$ cat src/hw/rtl/cds_pkg.sv
`default_nettype none

package cds_pkg;

	localparam int unsigned DeltaW = 10;
	localparam int unsigned RegW   = 17;
	localparam int unsigned TimeW  = 18;
	localparam int unsigned ModeW  = 3;
	localparam int unsigned DriveW = 2;
	localparam int unsigned IdxW   = 2;

	localparam logic [TimeW-1:0] TIME_MAX = {TimeW{1'b1}};

	// Mode codes.
	localparam logic [ModeW-1:0] MODE_READY    = 3'd0;
	localparam logic [ModeW-1:0] MODE_OPENING  = 3'd1;
	localparam logic [ModeW-1:0] MODE_SPILLING = 3'd2;
	localparam logic [ModeW-1:0] MODE_CLOSING  = 3'd3;
	localparam logic [ModeW-1:0] MODE_RECEIVED = 3'd4;
	localparam logic [ModeW-1:0] MODE_SLEEPING = 3'd5;
	localparam logic [ModeW-1:0] MODE_FULL     = 3'd6;
	localparam logic [ModeW-1:0] MODE_MAINT    = 3'd7;

	// Door motor drive codes.
	localparam logic [DriveW-1:0] DRIVE_OFF   = 2'd0;
	localparam logic [DriveW-1:0] DRIVE_OPEN  = 2'd1;
	localparam logic [DriveW-1:0] DRIVE_CLOSE = 2'd2;

	// Configuration register indexes.
	localparam logic [IdxW-1:0] REG_DOOR_TRAVEL   = 2'd0;
	localparam logic [IdxW-1:0] REG_SPILL_LIMIT   = 2'd1;
	localparam logic [IdxW-1:0] REG_RECEIVED_HOLD = 2'd2;
	localparam logic [IdxW-1:0] REG_IDLE_SLEEP    = 2'd3;

	// Register reset values.
	localparam logic [RegW-1:0] DOOR_TRAVEL_RST   = 17'd1000;
	localparam logic [RegW-1:0] SPILL_LIMIT_RST   = 17'd20000;
	localparam logic [RegW-1:0] RECEIVED_HOLD_RST = 17'd2000;
	localparam logic [RegW-1:0] IDLE_SLEEP_RST    = 17'd120000;

	typedef struct packed {
		logic [RegW-1:0] door_travel_ms;
		logic [RegW-1:0] spill_limit_ms;
		logic [RegW-1:0] received_hold_ms;
		logic [RegW-1:0] idle_sleep_ms;
	} cds_cfg_t;

	typedef struct packed {
		logic [DeltaW-1:0] delta_ms;
		logic              open_pressed;
		logic              close_pressed;
		logic              container_full;
		logic              maintenance_mode;
	} cds_tick_t;

	typedef struct packed {
		logic [ModeW-1:0]  mode;
		logic              mode_entered;
		logic [DriveW-1:0] door_drive;
		logic              sleep_request;
	} cds_result_t;

	typedef struct packed {
		logic [ModeW-1:0] mode;
		logic [TimeW-1:0] elapsed;
		logic             entry_pending;
	} cds_state_t;

endpackage

`default_nettype wire

$ cat src/hw/rtl/cds_chan_if.sv
`default_nettype none

interface cds_tick_if import cds_pkg::*; ();
	logic              valid;
	logic              ready;
	logic [DeltaW-1:0] delta_ms;
	logic              open_pressed;
	logic              close_pressed;
	logic              container_full;
	logic              maintenance_mode;

	modport source (output valid, delta_ms, open_pressed, close_pressed,
		container_full, maintenance_mode, input ready);
	modport sink (input valid, delta_ms, open_pressed, close_pressed,
		container_full, maintenance_mode, output ready);
endinterface

interface cds_result_if import cds_pkg::*; ();
	logic              valid;
	logic              ready;
	logic [ModeW-1:0]  mode;
	logic              mode_entered;
	logic [DriveW-1:0] door_drive;
	logic              sleep_request;

	modport source (output valid, mode, mode_entered, door_drive, sleep_request,
		input ready);
	modport sink (input valid, mode, mode_entered, door_drive, sleep_request,
		output ready);
endinterface

`default_nettype wire

$ cat src/hw/rtl/cds_cfg_regs.sv
`default_nettype none

module cds_cfg_regs import cds_pkg::*; (
	input  wire logic            clk,
	input  wire logic            arst_n,
	input  wire logic            cfg_wr_en,
	input  wire logic [IdxW-1:0] cfg_index,
	input  wire logic [RegW-1:0] cfg_data,
	output cds_cfg_t             cfg
);

	cds_cfg_t cfg_q;

	always_ff @(posedge clk or negedge arst_n) begin
		if (!arst_n) begin
			cfg_q.door_travel_ms   <= DOOR_TRAVEL_RST;
			cfg_q.spill_limit_ms   <= SPILL_LIMIT_RST;
			cfg_q.received_hold_ms <= RECEIVED_HOLD_RST;
			cfg_q.idle_sleep_ms    <= IDLE_SLEEP_RST;
		end else if (cfg_wr_en) begin
			case (cfg_index)
				REG_DOOR_TRAVEL:   cfg_q.door_travel_ms   <= cfg_data;
				REG_SPILL_LIMIT:   cfg_q.spill_limit_ms   <= cfg_data;
				REG_RECEIVED_HOLD: cfg_q.received_hold_ms <= cfg_data;
				REG_IDLE_SLEEP:    cfg_q.idle_sleep_ms    <= cfg_data;
				default: ;
			endcase
		end
	end

	assign cfg = cfg_q;

endmodule

`default_nettype wire

$ cat src/hw/rtl/cds_step.sv
`default_nettype none

// One tick of the mode sequencer: counter update, maintenance override,
// then one pass of the active mode's behavior.
module cds_step import cds_pkg::*; (
	input  cds_cfg_t    cfg,
	input  cds_tick_t   tick,
	input  cds_state_t  cur,
	output cds_state_t  nxt,
	output cds_result_t res
);

	logic [TimeW:0]    sum;
	logic [TimeW-1:0]  sat;
	logic [TimeW-1:0]  t;
	logic [ModeW-1:0]  ran;
	logic              entered;
	logic              move;
	logic [ModeW-1:0]  target;
	logic [DriveW-1:0] drive;
	logic              sleep_req;
	logic              over_travel;
	logic              over_spill;
	logic              over_hold;
	logic              over_idle;

	always_comb begin
		sum = {1'b0, cur.elapsed} + {{(TimeW + 1 - DeltaW){1'b0}}, tick.delta_ms};
		sat = sum[TimeW] ? TIME_MAX : sum[TimeW-1:0];

		// Maintenance takes over at once and runs in this same tick.
		if (tick.maintenance_mode && (cur.mode != MODE_MAINT)) begin
			ran     = MODE_MAINT;
			t       = '0;
			entered = 1'b1;
		end else begin
			ran     = cur.mode;
			t       = sat;
			entered = cur.entry_pending;
		end

		over_travel = t > {1'b0, cfg.door_travel_ms};
		over_spill  = t > {1'b0, cfg.spill_limit_ms};
		over_hold   = t > {1'b0, cfg.received_hold_ms};
		over_idle   = t > {1'b0, cfg.idle_sleep_ms};

		move      = 1'b0;
		target    = MODE_READY;
		drive     = DRIVE_OFF;
		sleep_req = 1'b0;

		case (ran)
			MODE_READY: begin
				if (tick.open_pressed) begin
					move   = 1'b1;
					target = MODE_OPENING;
				end else if (over_idle && !tick.container_full) begin
					move   = 1'b1;
					target = MODE_SLEEPING;
				end
			end
			MODE_OPENING: begin
				if (over_travel) begin
					move   = 1'b1;
					target = MODE_SPILLING;
				end else begin
					drive = DRIVE_OPEN;
				end
			end
			MODE_SPILLING: begin
				if (tick.close_pressed || over_spill || tick.container_full) begin
					move   = 1'b1;
					target = MODE_CLOSING;
				end
			end
			MODE_CLOSING: begin
				if (over_travel) begin
					move   = 1'b1;
					target = MODE_RECEIVED;
				end else begin
					drive = DRIVE_CLOSE;
				end
			end
			MODE_RECEIVED: begin
				if (over_hold) begin
					move   = 1'b1;
					target = tick.container_full ? MODE_FULL : MODE_READY;
				end
			end
			MODE_SLEEPING: begin
				sleep_req = 1'b1;
				move      = 1'b1;
				target    = MODE_READY;
			end
			MODE_FULL: begin
				if (!tick.container_full) begin
					move   = 1'b1;
					target = MODE_READY;
				end
			end
			default: begin
				if (!tick.maintenance_mode) begin
					move   = 1'b1;
					target = MODE_READY;
				end
			end
		endcase

		if (move) begin
			nxt.mode          = target;
			nxt.elapsed       = '0;
			nxt.entry_pending = 1'b1;
		end else begin
			nxt.mode          = ran;
			nxt.elapsed       = t;
			nxt.entry_pending = 1'b0;
		end

		res.mode          = ran;
		res.mode_entered  = entered;
		res.door_drive    = drive;
		res.sleep_request = sleep_req;
	end

endmodule

`default_nettype wire

$ cat src/hw/rtl/container_door_sequencer.sv
`default_nettype none

// Channel   Dir  Payload                                              Beat
// --------  ---  ---------------------------------------------------  ----------------
// ticks     in   delta_ms[9:0], open/close pressed, full, maintenance  valid & ready
// results   out  mode[2:0], mode_entered, door_drive[1:0], sleep_req   valid & ready
// cfg       in   cfg_index[1:0], cfg_data[16:0]                        cfg_wr_en
//
// A tick beat lands in the input register, and one pass of the mode logic then
// fills the result register; one tick every cycle while results are not stalled.
// Mode, time-in-mode counter and entry flag update on the edge that loads the result.
// A stalled result holds both registers; ticks.ready drops only when both are full.
// Reset restores ready mode, a zero counter, an armed entry flag and the
// default limits, and empties both registers.
module container_door_sequencer import cds_pkg::*; (
	input  wire logic            clk,
	input  wire logic            arst_n,
	cds_tick_if.sink             ticks,
	cds_result_if.source         results,
	input  wire logic            cfg_wr_en,
	input  wire logic [IdxW-1:0] cfg_index,
	input  wire logic [RegW-1:0] cfg_data
);

	cds_cfg_t    cfg;
	cds_tick_t   tick_s1;
	logic        tick_valid_s1;
	cds_state_t  state_q;
	cds_state_t  state_nxt;
	cds_result_t res_nxt;
	cds_result_t res_q;
	logic        res_valid_q;
	logic        step_fire;
	logic        tick_beat;

	// Limits live in their own register bank; the user must change them only while idle (not enforced here).
	cds_cfg_regs u_cfg (
		.clk       (clk),
		.arst_n    (arst_n),
		.cfg_wr_en (cfg_wr_en),
		.cfg_index (cfg_index),
		.cfg_data  (cfg_data),
		.cfg       (cfg)
	);

	// The held tick moves into the result register when that register is
	// empty or its beat is being taken this cycle.
	assign step_fire    = tick_valid_s1 && (!res_valid_q || results.ready);
	assign ticks.ready  = !tick_valid_s1 || step_fire;
	assign tick_beat    = ticks.valid && ticks.ready;

	always_ff @(posedge clk or negedge arst_n) begin
		if (!arst_n) begin
			tick_valid_s1 <= 1'b0;
		end else if (ticks.ready) begin
			tick_valid_s1 <= ticks.valid;
		end
	end

	always_ff @(posedge clk) begin
		if (tick_beat) begin
			tick_s1.delta_ms         <= ticks.delta_ms;
			tick_s1.open_pressed     <= ticks.open_pressed;
			tick_s1.close_pressed    <= ticks.close_pressed;
			tick_s1.container_full   <= ticks.container_full;
			tick_s1.maintenance_mode <= ticks.maintenance_mode;
		end
	end

	cds_step u_step (
		.cfg  (cfg),
		.tick (tick_s1),
		.cur  (state_q),
		.nxt  (state_nxt),
		.res  (res_nxt)
	);

	// Sequencer state advances exactly once per tick, together with the result.
	always_ff @(posedge clk or negedge arst_n) begin
		if (!arst_n) begin
			state_q.mode          <= MODE_READY;
			state_q.elapsed       <= '0;
			state_q.entry_pending <= 1'b1;
		end else if (step_fire) begin
			state_q <= state_nxt;
		end
	end

	always_ff @(posedge clk or negedge arst_n) begin
		if (!arst_n) begin
			res_valid_q <= 1'b0;
		end else if (step_fire) begin
			res_valid_q <= 1'b1;
		end else if (results.ready) begin
			res_valid_q <= 1'b0;
		end
	end

	always_ff @(posedge clk) begin
		if (step_fire) begin
			res_q <= res_nxt;
		end
	end

	assign results.valid         = res_valid_q;
	assign results.mode          = res_q.mode;
	assign results.mode_entered  = res_q.mode_entered;
	assign results.door_drive    = res_q.door_drive;
	assign results.sleep_request = res_q.sleep_request;

endmodule

`default_nettype wire

$ cat src/flat_wrapper.sv
// flat-port wrapper written by rule: the top's interface ports become plain ports
module container_door_sequencer_flat import cds_pkg::*;
  (clk, arst_n, cfg_wr_en, cfg_index, cfg_data, ticks_valid, ticks_delta_ms, ticks_open_pressed, ticks_close_pressed, ticks_container_full, ticks_maintenance_mode, ticks_ready, results_valid, results_mode, results_mode_entered, results_door_drive, results_sleep_request, results_ready);
  cds_tick_if ticks_i ();
  cds_result_if results_i ();
  input  wire logic clk;
  input  wire logic arst_n;
  input  wire logic cfg_wr_en;
  input  wire logic [IdxW-1:0] cfg_index;
  input  wire logic [RegW-1:0] cfg_data;
  input wire logic [$bits(ticks_i.valid)-1:0] ticks_valid;
  input wire logic [$bits(ticks_i.delta_ms)-1:0] ticks_delta_ms;
  input wire logic [$bits(ticks_i.open_pressed)-1:0] ticks_open_pressed;
  input wire logic [$bits(ticks_i.close_pressed)-1:0] ticks_close_pressed;
  input wire logic [$bits(ticks_i.container_full)-1:0] ticks_container_full;
  input wire logic [$bits(ticks_i.maintenance_mode)-1:0] ticks_maintenance_mode;
  output wire logic [$bits(ticks_i.ready)-1:0] ticks_ready;
  output wire logic [$bits(results_i.valid)-1:0] results_valid;
  output wire logic [$bits(results_i.mode)-1:0] results_mode;
  output wire logic [$bits(results_i.mode_entered)-1:0] results_mode_entered;
  output wire logic [$bits(results_i.door_drive)-1:0] results_door_drive;
  output wire logic [$bits(results_i.sleep_request)-1:0] results_sleep_request;
  input wire logic [$bits(results_i.ready)-1:0] results_ready;
  assign ticks_i.valid = ticks_valid;
  assign ticks_i.delta_ms = ticks_delta_ms;
  assign ticks_i.open_pressed = ticks_open_pressed;
  assign ticks_i.close_pressed = ticks_close_pressed;
  assign ticks_i.container_full = ticks_container_full;
  assign ticks_i.maintenance_mode = ticks_maintenance_mode;
  assign ticks_ready = ticks_i.ready;
  assign results_valid = results_i.valid;
  assign results_mode = results_i.mode;
  assign results_mode_entered = results_i.mode_entered;
  assign results_door_drive = results_i.door_drive;
  assign results_sleep_request = results_i.sleep_request;
  assign results_i.ready = results_ready;
  container_door_sequencer u_core (.clk(clk), .arst_n(arst_n), .ticks(ticks_i), .results(results_i), .cfg_wr_en(cfg_wr_en), .cfg_index(cfg_index), .cfg_data(cfg_data));
endmodule
$ cat config.mk
export PLATFORM = sky130hd
export DESIGN_NAME = container_door_sequencer_flat
export DESIGN_NICKNAME = d
export VERILOG_FILES = /design/src/hw/rtl/cds_pkg.sv /design/src/hw/rtl/cds_chan_if.sv /design/src/hw/rtl/cds_cfg_regs.sv /design/src/hw/rtl/cds_step.sv /design/src/hw/rtl/container_door_sequencer.sv /design/src/flat_wrapper.sv
export SDC_FILE = /design/constraint.sdc
export NUM_CORES = 1
export LEC_CHECK = 0
export ABC_AREA = 1
export BUFFER_PORTS_ARGS = -buffer_cell sky130_fd_sc_hd__buf_2
export CAP_MARGIN = 10
export CELL_PAD_IN_SITES_DETAIL_PLACEMENT = 1
export CELL_PAD_IN_SITES_GLOBAL_PLACEMENT = 1
export CORE_ASPECT_RATIO = 0.9
export CORE_MARGIN = 5
export CORE_UTILIZATION = 25
export DETAILED_ROUTE_END_ITERATION = 10
export PLACE_DENSITY = 0.57
export SYNTH_ARGS = -nofsm -noshare
export SYNTH_HDL_FRONTEND = slang
export SYNTH_HIERARCHICAL = 1
export SYNTH_SLANG_ARGS = --single-unit
$ cat constraint.sdc
create_clock -name clk -period 4 [get_ports clk]
set_input_delay 0.8 -clock clk [delete_from_list [all_inputs] [get_ports clk]]
set_output_delay 0.8 -clock clk [all_outputs]
set_load 0.1 [all_outputs]
# [After elaboration in Yosys (flattened, before gate mapping)]
# Cells that the tools add are included.
[classes] eq_ne=10 reduce_logical=19 n_lt_le_gt_ge=4 add_sub_neg=1 mux=26
[ops] cell="18-bit by 17-bit greater-than comparator with 1-bit output" n=4
[ops] cell="18-bit 2-to-1 mux" n=2
[ops] cell="22-bit 2-to-1 mux" n=1
[ops] cell="18-bit by 10-bit adder with 19-bit output" n=1
[ops] cell="3-bit 2-to-1 mux" n=6
[ops] cell="3-bit case mux with 5 select lines" n=1
[ops] cell="1-bit 2-to-1 mux" n=11
[ops] cell="3-bit == test, second input constant" n=3
[ops] cell="2-bit AND reduction" n=4
[ops] cell="3-bit by 2-bit == test with 1-bit output, second input constant" n=2
[ops] cell="2-bit 2-to-1 mux" n=3
[ops] cell="1-bit case mux with 6 select lines" n=1
[ops] cell="2-bit == test, second input constant" n=2
[ops] cell="1-bit logical AND" n=4
[ops] cell="1-bit logical OR" n=4
[ops] cell="2-bit case mux with 2 select lines" n=1
[ops] cell="3-bit by 1-bit == test with 1-bit output, second input constant" n=1
[ops] cell="1-bit logical NOT" n=3
[ops] cell="3-bit logical NOT" n=1
[ops] cell="3-bit != test, second input constant" n=1
[ops] cell="2-bit by 1-bit == test with 1-bit output, second input constant" n=1
[ops] cell="2-bit logical NOT" n=1
[ops] cell="2-bit nonzero test" n=1
[ops] cell="2-bit OR reduction" n=1
[word_totals] wordCells=78 input_bits=38 ff_bits=113 output_inout_bits=9

# [Longest topological paths before layout]
# Gate-level depths: netlist (run 1).
[logic_depth] depth_word=9 ltp_mapped=37 depth_no_buf=36

# [Cells and area by module]
# The synthesis (run 1) kept the hierarchy.
[modules_own_cells] mod="cds_step" seq_area_each_um2=0.0 area_per_inst_um2=3080.5 instances=1 cells_per_inst=540
[modules_own_cells] mod="cds_cfg_regs" seq_area_each_um2=1731.7 area_per_inst_um2=2879.0 instances=1 cells_per_inst=302
[modules_own_cells] mod="container_door_sequencer" seq_area_each_um2=1232.4 area_per_inst_um2=1582.8 instances=1 cells_per_inst=126

# [Least setup slack after synthesis (run 1)]
# No wires, ideal clock.
[synth_path] kind="register -> register" from="reg u_core/state_q[1] in the netlist's numbering" to="reg u_core/state_q[0] in the netlist's numbering" slack_ns=0.097 required_time_ns=3.924 setup_ns=0.076 stages_incl_launch_ff=33 n_path_buf=2 arrival_time_ns=3.827 synth_period_minus_slack_ns=3.903 path_cell_list="dfrtp_1 ha_1 inv_1 fa_1 o21ai_1 nand2_1 nand2_1 a31oi_1 o21ai_1 inv_1 or3_1 nand3_1 nand2_1 inv_1 ha_1 nand2_1 o21ai_0 a21oi_1 nand2_1 nand2_1 nand2_1 nand2_1 nand2_1 nand2_1 nand2_2 nand2_1 nand3_1 nor2_4 nand2_4 buf_12 buf_4 nand3_1 nand2_1"
[synth_lines] element="from (decl)" line_no="container_door_sequencer.sv:28" text="cds_state_t state_q;"
[synth_lines] element="from (signal assigned)" line_no="container_door_sequencer.sv:85" text="state_q <= state_nxt;"

==> results.sh, run 1 <==
export IMPL_synth_edf_count=21
export IMPL_worstHoldStart="u_core/u_cfg/cfg[45]"
export IMPL_ys_warnings_count=6
export IMPL_synth_seq_cells=113
export IMPL_routed_wl_um=26200
export IMPL_maxCapViolCount=0
export IMPL_fmax_ghz=0.248
export IMPL_portBuffers=46
export IMPL_dr_first_iter_drc_count=267
export IMPL_grt_pass1_vias=7489
export IMPL_io_pins=47
export IMPL_crit_path_start="u_core/state_q[1]"
export IMPL_slew_headroom=0.368
export IMPL_coreArea_um2=29800
export IMPL_worst_setup_path_start_kind="flip-flop"
export IMPL_ir_drop_v=0.000338
export IMPL_worstRegToRegCells=30
export IMPL_syn_area_per_cell_um2=7.79
export IMPL_slew_violations=0
export IMPL_synth_cell_types=39
export IMPL_diodes=0
export IMPL_drtAntennaViolNets=0
export IMPL_num_nets_final=1223
export IMPL_cts_root_buf="clkbuf_16"
export IMPL_critical_path_arrival_ps=4400
export IMPL_cts_buffers_inserted=17
export IMPL_min_path_type="flip-flop to flip-flop"
export IMPL_slowest_stage="dfrtp_1"
export IMPL_syn_inst=968
export IMPL_cts_tree="done"
export IMPL_clockBufferDepth=2
export IMPL_antenna_found_initial=0
export IMPL_synth_nets=1085
export IMPL_die_h_um=175
export IMPL_rsz0062_at_grt="yes"
export IMPL_grtUsageTotal=0.158
export IMPL_die_w_um=193
export IMPL_critPathRequiredTime_ps=4360
export IMPL_firstDrtPassIters=4
export IMPL_areaGrowthSynthToFinish_pct=35.2
export IMPL_period_needed_ps=4040
export IMPL_fin_setup_tns_ps=-156
export IMPL_crit_reg2reg_launch="u_core/state_q[1]"
export IMPL_fin_cells=1522
export IMPL_htreeDepth=4
export IMPL_critical_path_max_stage_delay_ps=360
export IMPL_status="finished, violations left"
export IMPL_final_area_um2=10200
export IMPL_power_density_nw_per_um2=659
export IMPL_place_inst=1458
export IMPL_wire_per_inst_um=17.2
export IMPL_drive_above_1_share=0.332
export IMPL_start_util=0.253
export IMPL_fin_ws_ps=-40.1
export IMPL_setup_violations=12
export IMPL_vias_per_cell=4.50
export IMPL_cp_end_kind="flip-flop"
export IMPL_finalCritPeriodShare=1.01
export IMPL_vias=6855
export IMPL_synth_most_common_cell="nand2_1"
export IMPL_syn_area_um2=7540
export IMPL_dieArea_um2=33700
export IMPL_yosysTopAreaCell="dfrtp_1"
export IMPL_grt_pass1_wl_um=41600
export IMPL_critPathMaxFanout=8
export IMPL_dp_slack_ps=-590
export IMPL_hold_viol=0
export IMPL_clock_latency_ps=430
export IMPL_synth_area_top_cells="dfrtp_1 22%, nand2_1 16%, ha_1 13%"
export IMPL_synth_ff_type="dfrtp_1"
export IMPL_ys_top_cells_by_count="312 x nand2_1, 138 x inv_1, 78 x ha_1"
export IMPL_violations="setup timing"
export IMPL_p_leak_uw=0.00518
export IMPL_min_path_cells=2
export IMPL_hpwlAfterDp_um=18000
export IMPL_gp_congestion=0.784
export IMPL_hold_slack_ps=462
export IMPL_clk_pin_slew_ps=60
export IMPL_worst_pin_slew_ps=948
export IMPL_grt_start_max_net_pins=58
export IMPL_ys_async_sr_fraction=0.814
export IMPL_ctsHoldBuffers=0
export IMPL_fin_skew_ps=13.2
export IMPL_row_count=60
export IMPL_cp_common_cell="nand2_2"
export IMPL_synth_top_area_share=0.222
export IMPL_clock_sinks=113
export IMPL_yosysSeqAreaShare=0.393
export IMPL_crit_type="flip-flop to flip-flop"
export IMPL_grt_overflow=0
export IMPL_placed_area_um2=8620
export IMPL_post_route_drc_count=0
## routing by layer
metal,routed length [um],GRT usage
met5,0,0
met4,300,0.0354
met3,714,0.0284
met2,12700,0.261
met1,12400,0.216
## power breakdown
group	switching, uW	leakage, uW	total [uW]	internal (uW)
Clock	608	0.000285	1570	963
Combinational	2060	0.00358	3560	1500
Sequential	155	0.00132	1590	1430
Total	2820	0.00518	6720	3890
## registers in the layout, summed over array words and instances (netlist names)
| name | cells |
|---|---|
| u_core/u_cfg/cfg | 68 |
| u_core/state_q | 22 |
| u_core/results.mode_entered | 1 |
| u_core/results.valid | 1 |
| u_core/results.door_drive | 2 |
| u_core/tick_valid_s1 | 1 |
| u_core/tick_s1 | 14 |
| u_core/results.mode | 3 |
| u_core/results.sleep_request | 1 |
## logic make-up after synthesis
logic type                 synth area share
DFF                                   0.393
AOI/OAI and AO/OA                    0.0464
adders and majority gates             0.132
buffers and inverters                 0.102
and+or+nand+nor                       0.316
xor gates and xnor gates             0.0105
## layout make-up
class	instances	area [um2]
clock buffers	22	507
clock inverters	10	97.6
fillers	3556	19600
inverters	140	551
multi-input cells	679	4470
flip-flops and latches	113	2960
well taps	403	504
repair buffers	155	1100
## through the flow
stage	util	power, uW
after global routing	0.342	7240
after detailed placement	0.289	4420
after floorplan	-	3290
after CTS	0.325	6370
after global placement	0.289	4360
final	0.342	6720
## worst max-delay path, delay by kind of cell, from the launching register on
kind                       cells  cell delay, ps
AOI/OAI and AO/OA              6             700
and+or+nand+nor               16            1630
buffers and inverters          5             490
adders and majority gates      3             780
DFF                            1             360
## final timing paths
check,endpoint,slack (ps)
min in group asynchronous,u_core/u_cfg/cfg[42],480
worst max-delay path,u_core/state_q[7],-40
worst max register to register,u_core/state_q[7],-40
worst min-delay path,u_core/u_cfg/cfg[45],460
max in group asynchronous,u_core/state_q[0],2650
worst min register to register,u_core/u_cfg/cfg[45],460
## cells in the final DEF (no fill, tap or decap), drive strengths merged, types with 2 or more instances in the layout
cell type,count
a211oi,2
a21o,2
a21oi,36
and3,2
buf,155
clkbuf,22
clkinv,5
clkinvlp,4
dfrtp,67
dfstp,25
edfxtp,21
ha,78
inv,140
nand2,321
nand3,72
nand4,57
nor2,59
nor3,7
nor4,2
o21a,2
o21ai,23
or2,4
xnor2,4
xor2,5
## what timing repair did
item | in CTS | in global routing
setup endpoints to repair | 24 | 22
hold endpoints to repair | 0 | 0
buffers inserted | 17 | 16
gates resized for setup | 87 | 88
pin swaps | 42 | 43
Power figures use the tool's default switching activity.
==> run 2: changes to the inputs <==
Settings changed: CORE_UTILIZATION 25 to 42, PLACE_DENSITY 0.57 to 0.84.
==> results.sh, run 2 (synthesized netlist as in run 1, its figures left out) <==
export IMPL_period_needed_ps=5030
export IMPL_start_util=0.428
export IMPL_routed_wl_um=36000
export IMPL_critPathBufInv=6
export IMPL_maxCapViolCount=0
export IMPL_firstDrtPassIters=6
export IMPL_nFillCells=2129
export IMPL_grt_overflow=0
export IMPL_crit_type="flip-flop to flip-flop"
export IMPL_worst_pin_slew_ps=943
export IMPL_cts_root_buf="clkbuf_16"
export IMPL_p_leak_uw=0.00523
export IMPL_violations="setup timing"
export IMPL_coreArea_um2=17600
export IMPL_rsz0062_at_grt="yes"
export IMPL_num_nets_final=1232
export IMPL_min_path_type="primary input to asynchronous set/reset pin"
export IMPL_grt_start_max_net_pins=52
export IMPL_critPathMaxFanout=5
export IMPL_dp_slack_ps=-630
export IMPL_place_inst=1291
export IMPL_worst_setup_path_start_kind="flip-flop"
export IMPL_antenna_found_initial=1
export IMPL_ir_drop_v=0.000402
export IMPL_wire_per_inst_um=26.3
export IMPL_power_total_uw=7310
export IMPL_hold_viol=0
export IMPL_io_pins=47
export IMPL_layout_common_cells="278 x nand2_1, 123 x inv_1, 108 x buf_4"
export IMPL_cp_end_kind="flip-flop"
export IMPL_cp_common_cell="nand2_1"
export IMPL_fin_ws_ps=-1030
export IMPL_fin_skew_ps=18.2
export IMPL_critical_path_arrival_ps=5400
export IMPL_diodes=0
export IMPL_die_h_um=137
export IMPL_clock_latency_ps=450
export IMPL_gp_congestion=0.961
export IMPL_clock_sinks=113
export IMPL_vias=8274
export IMPL_slew_violations=0
export IMPL_ctsHoldBuffers=0
export IMPL_dr_first_iter_drc_count=807
export IMPL_final_common_cell="nand2_1"
export IMPL_critical_path_max_stage_delay_ps=450
export IMPL_die_w_um=151
export IMPL_drtAntennaViolNets=0
export IMPL_slowest_stage="edfxtp_1"
export IMPL_met2_length_um=17000
export IMPL_fin_setup_tns_ps=-20250
export IMPL_hpwlAfterDp_um=17000
export IMPL_post_route_drc_count=0
export IMPL_dieArea_um2=20700
export IMPL_critPathRequiredTime_ps=4370
export IMPL_status="finished, violations left"
export IMPL_met1_length_um=13500
export IMPL_clockBufferDepth=2
export IMPL_grtUsageTotal=0.311
export IMPL_areaGrowthSynthToFinish_pct=34.1
export IMPL_clk_pin_slew_ps=70
export IMPL_cts_buffers_inserted=17
export IMPL_dr_max_layer_used="met5"
export IMPL_grt_pass1_wl_um=48500
export IMPL_setup_violations=24
export IMPL_drive_above_1_share=0.337
export IMPL_row_count=46
export IMPL_grt_pass1_vias=8706
export IMPL_vias_per_cell=6.05
export IMPL_fmax_ghz=0.199
export IMPL_slew_headroom=0.372
export IMPL_fin_cells=1368
export IMPL_cts_tree="done"
export IMPL_largest_register_ffs=68
export IMPL_portBuffers=46
export IMPL_finalCritPeriodShare=1.26
export IMPL_power_density_nw_per_um2=723
export IMPL_crit_family="simple AND/OR/NAND/NOR gates"
export IMPL_htreeDepth=4
export IMPL_wl_met3_um=2850
run 2: through the flow:
step | area (um2) | hold slack (ps) | util
after floorplan | 7540 | 440 | -
after global placement | 8410 | 451 | 0.478
after detailed placement | 8410 | 457 | 0.478
after CTS | 9640 | 396 | 0.547
after global routing | 10100 | 424 | 0.574
final | 10100 | 387 | 0.574
run 2: final cells by class:
| type | count | area (um2) | share of cell area |
|---|---|---|---|
| Inverter | 140 | 543 | 0.0537 |
| Sequential cell | 113 | 2960 | 0.293 |
| Clock inverter | 11 | 88.8 | 0.00878 |
| Clock buffer | 21 | 460 | 0.0455 |
| Tap cell | 240 | 300 | 0.0297 |
| Multi-Input combinational cell | 679 | 4530 | 0.448 |
| Timing Repair Buffer | 164 | 1220 | 0.121 |
run 2: power by group:
group          internal, uW  switching, uW
Sequential             1430            189
Combinational          1600           2570
Clock                   879            644
Total                  3910           3400
run 2: routing by layer:
layer	global-route usage	up-vias
met5	0	-
met4	0.193	2
met3	0.0685	214
met2	0.525	552
met1	0.356	4076
li1	-	3430
run 2: worst paths after layout:
| check | cells past startpoint | from | to | slack, ps |
|---|---|---|---|---|
| worst min register to register | 2 | u_core/u_cfg/cfg[54] | u_core/u_cfg/cfg[54] | 460 |
| worst max register to register | 34 | u_core/tick_s1[6] | u_core/state_q[17] | -1030 |
| worst max-delay path | 34 | u_core/tick_s1[6] | u_core/state_q[17] | -1030 |
| max in group asynchronous | 2 | arst_n | u_core/u_cfg/cfg[44] | 2850 |
| min in group clk | 2 | u_core/u_cfg/cfg[54] | u_core/u_cfg/cfg[54] | 460 |
| worst min-delay path | 1 | arst_n | u_core/u_cfg/cfg[0] | 390 |
run 2: what timing repair did:
| action | CTS | global route |
|---|---|---|
| endpoints found under the setup margin | 24 | 24 |
| gates cloned | 1 | 1 |
| pin swaps | 32 | 36 |
| gates resized for setup | 102 | 88 |
| buffers inserted | 32 | 15 |
==> run 3: changes to the inputs <==
Settings changed: CORE_ASPECT_RATIO 0.9 to default.
==> results.sh, run 3 (synthesized netlist as in run 1, its figures left out) <==
export IMPL_cts_root_buf="clkbuf_16"
export IMPL_nFillCells=2139
export IMPL_grt_overflow=0
export IMPL_fin_ws_ps=-417
export IMPL_gp_congestion=0.866
export IMPL_diodes=0
export IMPL_critical_path_max_stage_delay_ps=400
export IMPL_period_needed_ps=4420
export IMPL_slowest_stage="dfrtp_1"
export IMPL_fin_setup_tns_ps=-7520
export IMPL_clockBufferDepth=2
export IMPL_maxCapViolCount=0
export IMPL_min_path_type="flip-flop to flip-flop"
export IMPL_met2_usage=0.441
export IMPL_grt_start_max_net_pins=72
export IMPL_slew_headroom=0.307
export IMPL_die_w_um=144
export IMPL_place_inst=1268
export IMPL_critPathMaxFanout=6
export IMPL_final_common_cell="nand2_1"
export IMPL_setup_violations=22
export IMPL_antenna_found_initial=0
export IMPL_power_total_uw=6660
export IMPL_rsz0062_at_grt="yes"
export IMPL_wire_per_inst_um=20.7
export IMPL_met1_usage=0.303
export IMPL_cts_tree="done"
export IMPL_busiest_layer="met2"
export IMPL_slew_violations=0
export IMPL_portBuffers=46
export IMPL_drtAntennaViolNets=0
export IMPL_ctsHoldBuffers=0
export IMPL_ir_drop_v=0.000497
export IMPL_cp_end_kind="flip-flop"
export IMPL_htreeDepth=4
export IMPL_die_h_um=144
export IMPL_dieArea_um2=20700
export IMPL_start_util=0.423
export IMPL_fmax_ghz=0.226
export IMPL_critical_path_arrival_ps=4770
export IMPL_coreArea_um2=17800
export IMPL_clock_sinks=113
export IMPL_clock_latency_ps=430
export IMPL_power_density_nw_per_um2=690
export IMPL_use_met3=0.0496
export IMPL_drive_above_1_share=0.296
export IMPL_worst_pin_slew_ps=1040
export IMPL_vias_per_cell=5.48
export IMPL_largest_register_ffs=68
export IMPL_min_path_cells=2
export IMPL_cts_buffers_inserted=17
export IMPL_routed_wl_um=27400
export IMPL_finalCritPeriodShare=1.10
export IMPL_hold_viol=0
export IMPL_status="finished, violations left"
export IMPL_vias=7253
export IMPL_violations="setup timing"
export IMPL_io_pins=47
export IMPL_post_route_drc_count=0
export IMPL_grt_pass1_vias=7627
export IMPL_dp_slack_ps=-514
export IMPL_crit_type="flip-flop to flip-flop"
export IMPL_fin_cells=1324
export IMPL_areaGrowthSynthToFinish_pct=27.9
export IMPL_cp_common_cell="nand2_1"
export IMPL_clk_pin_slew_ps=60
export IMPL_critPathRequiredTime_ps=4360
export IMPL_p_leak_uw=0.00503
export IMPL_hpwlAfterDp_um=16300
export IMPL_worst_setup_path_start_kind="flip-flop"
export IMPL_worstRegToRegCells=35
export IMPL_dr_first_iter_drc_count=451
export IMPL_row_count=49
export IMPL_layout_common_cells="290 x nand2_1, 121 x inv_1, 79 x buf_4"
export IMPL_firstDrtPassIters=5
export IMPL_grt_pass1_wl_um=40000
export IMPL_num_nets_final=1199
export IMPL_fin_skew_ps=6.88
export IMPL_grtUsageTotal=0.250
run 3: area by class of cell:
| class | count | area, um2 | share of cell area |
|---|---|---|---|
| clock inverters | 10 | 86.3 | 0.00895 |
| clock buffers | 22 | 465 | 0.0483 |
| multi-input cells | 679 | 4380 | 0.454 |
| well taps | 229 | 287 | 0.0297 |
| repair buffers | 131 | 922 | 0.0956 |
| inverters | 140 | 546 | 0.0566 |
| flip-flops and latches | 113 | 2960 | 0.307 |
run 3: worst max-delay path, delay by kind of cell, from the launching register on:
family / cells / cell delay, ps
fa+ha+maj: 3 / 730
simple gates: 23 / 2020
compound gates: 3 / 470
flops: 1 / 400
buf+inv: 6 / 720
run 3: report_power, final:
part	switching [uW]	internal [uW]
Combinational	2160	1430
Sequential	183	1430
Clock	573	886
Total	2910	3750
run 3: timing repair:
action / in CTS / in global routing
buffers inserted: 10 / 15
hold endpoints to repair: 0 / 0
pin swaps: 37 / 43
cloned: 1 / 0
resized for setup: 50 / 100
setup endpoints to repair: 24 / 24
run 3: path summary, 6_finish.rpt:
kind	startpoint	to	slack, ps
min reg2reg	u_core/u_cfg/cfg[21]	u_core/u_cfg/cfg[21]	460
min in group asynchronous	arst_n	u_core/u_cfg/cfg[22]	500
min	u_core/u_cfg/cfg[21]	u_core/u_cfg/cfg[21]	460
max reg2reg	u_core/state_q[1]	u_core/state_q[13]	-420
max	u_core/state_q[1]	u_core/state_q[13]	-420
max in group asynchronous	arst_n	u_core/u_cfg/cfg[45]	2660
run 3: routing by layer:
metal,share of wire,vias up
met1,0.41,3646
li1,-,3361
met5,0,-
met2,0.52,179
met4,0.036,0
met3,0.032,67
run 3: metrics by stage:
step           utilization  area (um2)  hold slack (ps)
3_3_place_gp         0.464        8290              453
3_5_place_dp         0.464        8290              454
5_1_grt              0.541        9650              476
2_1_floorplan            -        7540              440
4_1_cts              0.510        9100              463
6_report             0.541        9650              461
